File: config.mk
export PLATFORM = sky130hd
export DESIGN_NAME = bdlq_ctrl
export DESIGN_NICKNAME = d
export VERILOG_FILES = /design/src/hdl/bdlq_pkg.sv /design/src/hdl/bdlq_ctrl.sv
export SDC_FILE = /design/constraint.sdc
export NUM_CORES = 1
export LEC_CHECK = 0
export ABC_CLOCK_PERIOD_IN_PS = 2800
export BUFFER_PORTS_ARGS = -buffer_cell sky130_fd_sc_hd__buf_4
export CELL_PAD_IN_SITES_DETAIL_PLACEMENT = 2
export CELL_PAD_IN_SITES_GLOBAL_PLACEMENT = 2
export CORE_AREA = 2 2 39 41
export DETAILED_ROUTE_END_ITERATION = 8
export DIE_AREA = 0 0 41 43
export MAX_ROUTING_LAYER = met4
export PLACE_DENSITY = 0.56
export SLEW_MARGIN = 0
export SYNTH_ARGS = -nofsm -noshare
export SYNTH_HDL_FRONTEND = slang
export SYNTH_SLANG_ARGS = --single-unit
export TNS_END_PERCENT = 1
File: constraint.sdc
create_clock -name i_clk -period 2.8 [get_ports i_clk]
set_input_delay 0.7 -clock i_clk [delete_from_list [all_inputs] [get_ports i_clk]]
set_output_delay 0.7 -clock i_clk [all_outputs]
set_load 0.005 [all_outputs]
File: src/hdl/bdlq_pkg.sv
`timescale 1ns / 1ps
package bdlq_pkg;
    localparam int MAX_WIDTH_DEF  = 4096;
    localparam int MAX_FACTOR_DEF = 16;

    localparam logic [1:0] ADDR_FACTOR = 2'd0;
    localparam logic [1:0] ADDR_WIDTH  = 2'd1;
    localparam logic [1:0] ADDR_COLOR  = 2'd2;
    localparam logic [1:0] ADDR_INV    = 2'd3;

    typedef struct packed {
        logic [7:0] red_in;
        logic [7:0] green_in;
        logic [7:0] blue_in;
        logic       frame_start;
    } t_pix;

    typedef struct packed {
        logic [4:0] level;
        logic [7:0] fg_red;
        logic [7:0] fg_green;
        logic [7:0] fg_blue;
        logic [7:0] bg_red;
        logic [7:0] bg_green;
        logic [7:0] bg_blue;
        logic       row_end;
    } t_cell;

    // controller -> datapath
    typedef struct packed {
        logic load;     // capture pixel, read line store
        logic accum;    // add and write back
        logic div_start;
        logic finish;   // form luma, load output
    } t_cmd;

    // datapath -> controller
    typedef struct packed {
        logic emit;     // block completed by this pixel
        logic div_done;
        logic out_busy;
        logic cfg_busy; // blocks per row still being formed
    } t_sts;
endpackage

File: src/hdl/bdlq_ctrl.sv
`timescale 1ns / 1ps
module bdlq_ctrl (
    input  logic              i_clk,
    input  logic              i_rst_n,
    input  logic              i_valid,
    output logic              o_stall,
    input  bdlq_pkg::t_sts    i_sts,
    output bdlq_pkg::t_cmd    o_cmd
);
    import bdlq_pkg::*;

    localparam logic [2:0] S_IDLE = 3'd0;
    localparam logic [2:0] S_ACC  = 3'd1;
    localparam logic [2:0] S_DIV  = 3'd2;
    localparam logic [2:0] S_WAIT = 3'd3;
    localparam logic [2:0] S_OUT  = 3'd4;

    logic [2:0] r_state, n_state;

    assign o_stall = (r_state != S_IDLE) || i_sts.cfg_busy;

    always_comb begin
        n_state = r_state;
        o_cmd   = '0;
        unique case (r_state)
            S_IDLE: begin
                if (i_valid && !i_sts.cfg_busy) begin
                    o_cmd.load = 1'b1;
                    n_state    = S_ACC;
                end
            end
            S_ACC: begin
                o_cmd.accum = 1'b1;
                if (i_sts.emit) begin
                    o_cmd.div_start = 1'b1;
                    n_state = S_DIV;
                end else begin
                    n_state = S_IDLE;
                end
            end
            S_DIV: if (i_sts.div_done) n_state = S_WAIT;
            S_WAIT: if (!i_sts.out_busy) n_state = S_OUT;
            S_OUT: begin
                o_cmd.finish = 1'b1;
                n_state = S_IDLE;
            end
            default: n_state = S_IDLE;
        endcase
    end

    always_ff @(posedge i_clk) begin
        if (!i_rst_n) r_state <= S_IDLE;
        else          r_state <= n_state;
    end

    a_stall_idle: assert property (@(posedge i_clk) disable iff (!i_rst_n)
        (r_state == S_IDLE && !i_sts.cfg_busy) |-> !o_stall) else $error("stall in idle");
    a_load_once: assert property (@(posedge i_clk) disable iff (!i_rst_n)
        o_cmd.load |=> !o_cmd.load) else $error("double load");
    a_div_path: assert property (@(posedge i_clk) disable iff (!i_rst_n)
        o_cmd.div_start |=> (r_state == S_DIV)) else $error("div path");
endmodule

== Yosys cells after proc, flatten, opt, wreduce, memory -nomap -nowiden ==
Index checks and enable logic that the tools add are counted.

* Register bits: 3
* Output and inout bits: 5
* Word-level logic and storage cells: 24

* Equality and inequality tests: 7
* Muxes and demuxes: 10
* Reductions and logical operators: 6

{| class="wikitable"
|+ Operators with widths
! kind !! number
|-
| one-hot mux 3 bit (4 select lines) || 1
|-
| two-way mux 3 bit || 3
|-
| == test 3 x 2 -> 1 bit, second input constant || 2
|-
| != test 2 bit, second input constant || 3
|-
| two-way mux 1 bit || 4
|-
| two-way mux 2 bit || 2
|-
| == test 3 x 1 -> 1 bit, second input constant || 1
|-
| == test 3 bit, second input constant || 1
|-
| zero test 3 bit || 1
|-
| AND reduction 3 bit || 1
|-
| nonzero test 3 bit || 1
|-
| logical AND 1 bit || 1
|-
| zero test 1 bit || 1
|-
| logical OR 1 bit || 1
|}

== Longest topological paths before layout ==
* Word-level depth: 4
* Depth in mapped cells: 3

== Worst setup path after synthesis ==
OpenSTA, ideal clock, no wires.

* Path kind: input port to output port
* Start: in i_sts[0] (netlist bit)
* End: out o_cmd[3] (netlist bit)
* Data arrival time: 0.960 ns
* Required time: 2.100 ns
* Slack: 1.140 ns
* Stages: 2
* Buffers on the path: 0
* Cells stage by stage: nor2_1 -> and3_1

{| class="wikitable"
|+ RTL lines
! item !! RTL line !! source
|-
| from (decl) || bdlq_ctrl.sv:7 || <nowiki>input bdlq_pkg::t_sts i_sts,</nowiki>
|-
| to (decl) || bdlq_ctrl.sv:8 || <nowiki>output bdlq_pkg::t_cmd o_cmd</nowiki>
|}

==> report_table.html <==
<table>
<tr><th>Metric</th><th>Value</th></tr>
<tr><th colspan="2">Run status</th></tr>
<tr><td>Run status</td><td>complete, no violations</td></tr>
<tr><th colspan="2">Routing</th></tr>
<tr><td>Count of vias placed by the detailed router</td><td>200</td></tr>
<tr><td>DRC viols</td><td>0</td></tr>
<tr><td>1st-pass router iterations</td><td>1</td></tr>
<tr><td>Post-route antenna net violation count</td><td>0</td></tr>
<tr><td>Wirelength, routed</td><td>580 um</td></tr>
<tr><td>Violation count after the first detailed-route iteration</td><td>0</td></tr>
<tr><td>WL/cell</td><td>11.4 um</td></tr>
<tr><td>Vias per cell</td><td>3.92</td></tr>
<tr><th colspan="2">Logic synthesis</th></tr>
<tr><td>#FFs+latches synth</td><td>3</td></tr>
<tr><td>Leading area contributor after synthesis</td><td>dfxtp_1</td></tr>
<tr><td>Instance count of the mapped netlist</td><td>21</td></tr>
<tr><td>Post-Synthesis Cell Area</td><td>178 um^2</td></tr>
<tr><td>Main synth FF type</td><td>dfxtp_1</td></tr>
<tr><td>Area share of the leading cell type in the synthesized netlist</td><td>33.8%</td></tr>
<tr><td>Ranking of synthesized cells by area</td><td>dfxtp_1 (34%), buf_6 (6.3%), mux2i_1 (5.6%), or4b_1 (5.6%), a311oi_1 (4.9%)</td></tr>
<tr><td>Syn_area_per_cell</td><td>8.46 um^2</td></tr>
<tr><td>Syn Nets</td><td>28</td></tr>
<tr><td>Sequential element share of the synthesized area</td><td>33.8%</td></tr>
<tr><td>Fraction of registers with async set/reset</td><td>0%</td></tr>
<tr><td>Number of distinct library cells after synthesis</td><td>17</td></tr>
<tr><td>Most common library cells after synthesis</td><td>dfxtp_1 (3), nand2_1 (2), nor2_1 (2)</td></tr>
<tr><td>Count of synthesis-stage warnings from yosys</td><td>0</td></tr>
<tr><td>Count leader, synth</td><td>dfxtp_1</td></tr>
<tr><td>Number of synthesized flops with an enable pin</td><td>0</td></tr>
<tr><th colspan="2">Clocking</th></tr>
<tr><td>Maximum root-to-sink buffer count</td><td>2</td></tr>
<tr><td>Post-cts gate resize count</td><td>0</td></tr>
<tr><td>CTS tree</td><td>built</td></tr>
<tr><td>Root Buffer Master</td><td>clkbuf_4</td></tr>
<tr><td>Hold buffers post-CTS</td><td>0</td></tr>
<tr><td>Number of post-CTS setup repair buffers</td><td>0</td></tr>
<tr><td>Number of buffers created by CTS</td><td>3</td></tr>
<tr><td>Clock latency at the later pin of the worst-skew pair</td><td>0.23 ns</td></tr>
<tr><td>Sink Count</td><td>3</td></tr>
<tr><td>H-tree depth</td><td>1</td></tr>
<tr><td>Clock-pin slew on the worst setup and hold paths</td><td>0.04 ns</td></tr>
<tr><th colspan="2">Finish</th></tr>
<tr><td>Synthesis-to-finish area growth</td><td>66.2%</td></tr>
<tr><td>Share of layout cells above drive strength 1</td><td>45.7%</td></tr>
<tr><td>Post-layout util</td><td>21.3%</td></tr>
<tr><td>Most flop-heavy register</td><td>r_state</td></tr>
<tr><td>Number of flip-flops in the largest register</td><td>3</td></tr>
<tr><td>Filler Cells Inserted</td><td>168</td></tr>
<tr><td>Number of nets at the end of the flow</td><td>43</td></tr>
<tr><td>Ant diodes</td><td>0</td></tr>
<tr><td>Biggest regs</td><td>r_state x3</td></tr>
<tr><th colspan="2">Worst hold path</th></tr>
<tr><td>Startpoint of the lowest-slack hold path</td><td>r_state[1]</td></tr>
<tr><td>Min-Delay Endpoint</td><td>r_state[2]</td></tr>
<tr><td>Cell count of the worst hold path</td><td>2</td></tr>
<tr><td>Path type of the worst min-delay path</td><td>flop to flop</td></tr>
<tr><th colspan="2">Floorplan</th></tr>
<tr><td>Die boundary height</td><td>43 um</td></tr>
<tr><td>I/O pin total</td><td>12</td></tr>
<tr><td>Area of the placeable core</td><td>1380 um^2</td></tr>
<tr><td>Horiz. Die Dim</td><td>41 um</td></tr>
<tr><td>Starting density of the core</td><td>12.8%</td></tr>
<tr><td>Die Outline Area</td><td>1760 um^2</td></tr>
<tr><td>Number of placement rows</td><td>14</td></tr>
<tr><th colspan="2">GRT</th></tr>
<tr><td>Wire length of the first global-routing pass</td><td>979 um</td></tr>
<tr><td>Leftover overflow at the end of global routing</td><td>0</td></tr>
<tr><td>Number of antenna violations at the first check in global routing</td><td>0</td></tr>
<tr><td>Vias in the first global route</td><td>246</td></tr>
<tr><td>Largest net degree at the start of global routing</td><td>10</td></tr>
<tr><td>Aggregate global-route resource usage</td><td>8.53%</td></tr>
<tr><th colspan="2">STA</th></tr>
<tr><td>Final-layout worst hold slack</td><td>0.538 ns</td></tr>
<tr><td>Top achievable clock speed</td><td>528 MHz</td></tr>
<tr><td>Sum of negative setup slack</td><td>0 ns</td></tr>
<tr><td>Final hold violation count</td><td>0</td></tr>
<tr><td>Clock Skew</td><td>0.00605 ns</td></tr>
<tr><td>Final cycle utilization of the critical path</td><td>67.6%</td></tr>
<tr><td>Unrepaired setup endpoints after global routing</td><td>no</td></tr>
<tr><td>Pin slew with the least headroom to its limit</td><td>0.293 ns</td></tr>
<tr><td>Total count of max-transition violations in the final report</td><td>0</td></tr>
<tr><td>Min Clock Period, post-route</td><td>1.89 ns</td></tr>
<tr><td>Final-report setup violation count</td><td>0</td></tr>
<tr><td>Relative slew slack</td><td>80.4%</td></tr>
<tr><th colspan="2">Power and ir drop</th></tr>
<tr><td>Pwr/cell area</td><td>490 nW/um^2</td></tr>
<tr><td>Leak pwr</td><td>0.000137 uW</td></tr>
<tr><td>Maximum ir drop on the vdd rail</td><td>75.2 uV</td></tr>
<tr><th colspan="2">Setup path</th></tr>
<tr><td>Highest net fanout along the worst path</td><td>2</td></tr>
<tr><td>CP required</td><td>2.10 ns</td></tr>
<tr><td>Endpoint of the lowest-slack register-to-register path</td><td>r_state[0]</td></tr>
<tr><td>Reg2reg setup slack</td><td>1.62 ns</td></tr>
<tr><td>Worst reg2reg path startpoint</td><td>r_state[0]</td></tr>
<tr><td>Depth of the worst register-to-register path</td><td>2</td></tr>
<tr><td>Kind of end point of the critical path</td><td>output port</td></tr>
<tr><td>Critical path startpoint category</td><td>primary input</td></tr>
<tr><td>Crit Path Category</td><td>primary input to output port</td></tr>
<tr><td>Endpoint arrival time on the critical path</td><td>1.19 ns</td></tr>
<tr><th colspan="2">Placed design</th></tr>
<tr><td>Estimated wirelength of the detail-placed design</td><td>491 um</td></tr>
<tr><td>Port Buffers</td><td>11</td></tr>
<tr><td>Routability congestion estimate</td><td>0.668</td></tr>
<tr><th colspan="2">Job</th></tr>
<tr><td>Number of maximum-capacitance violations</td><td>0</td></tr>
</table>
==> worst max-delay path: stages <==
cell and delay [ns]:
buf_4 0.11, nor2_1 0.11, and3_1 0.17, buf_4 0.10
==> per-layer routing <==
metal / routed length (um) / up-vias / global-route usage, %
li1: - / 103 / -
met1: 214 / 97 / 7.05
met2: 365 / 0 / 15.3
met3: 0 / 0 / 0
met4: 0 / 0 / 8.00
met5: 0 / - / -
==> logic make-up after synthesis <==
| kind of cell | share of synthesized area [%] |
|---|---|
| buffers and inverters | 8.45 |
| and+or+nand+nor | 40.9 |
| DFF | 33.8 |
| AOI/OAI and AO/OA | 11.3 |
| muxes | 5.63 |
==> cells in the final DEF (no fill, tap or decap), types with 2 or more instances in the layout <==
| cell | n |
|---|---|
| buf_4 | 11 |
| clkbuf_4 | 3 |
| dfxtp_1 | 3 |
| nor2_1 | 2 |
| nand2_1 | 2 |
==> cell type report <==
class / instances / area, um^2 / share of cell area, %
Timing Repair Buffer: 11 / 82.6 / 28.0
Multi-Input combinational cell: 16 / 103 / 34.7
Inverter: 1 / 3.75 / 1.27
Tap cell: 16 / 20.0 / 6.78
Sequential cell: 3 / 60.1 / 20.3
Clock buffer: 4 / 26.3 / 8.90
==> where the power goes <==
part,leakage [uW],internal (uW),switching (uW),total (uW)
clock network,0.0000150,53.4,22.1,75.5
registers,0.0000244,44.4,3.03,47.4
logic,0.0000975,13.7,7.98,21.7
total,0.000137,112,33.1,145
==> worst max path at each step <==
stage	from	end	slack, ns	cells past startpoint
finish	i_sts[0]	o_cmd[3]	0.91	4
global route	i_sts[0]	o_cmd[3]	0.85	4
CTS	i_sts[0]	o_cmd[3]	0.90	4
detailed placement	i_sts[0]	o_cmd[3]	0.90	4
global placement	i_sts[0]	o_cmd[3]	0.93	4
floorplan	i_sts[0]	o_cmd[3]	1.14	2
==> through the flow <==
stage / setup WS [ns] / std cells / power (uW) / instance area [um^2]
CTS: 0.896 / 51 / 148 / 295
finish: 0.907 / 51 / 145 / 295
global route: 0.850 / 51 / 151 / 295
floorplan: 1.14 / 21 / 56.9 / 178
global placement: 0.927 / 47 / 69.2 / 269
detailed placement: 0.897 / 47 / 70.4 / 269
(Power assumes the default switching activity.)
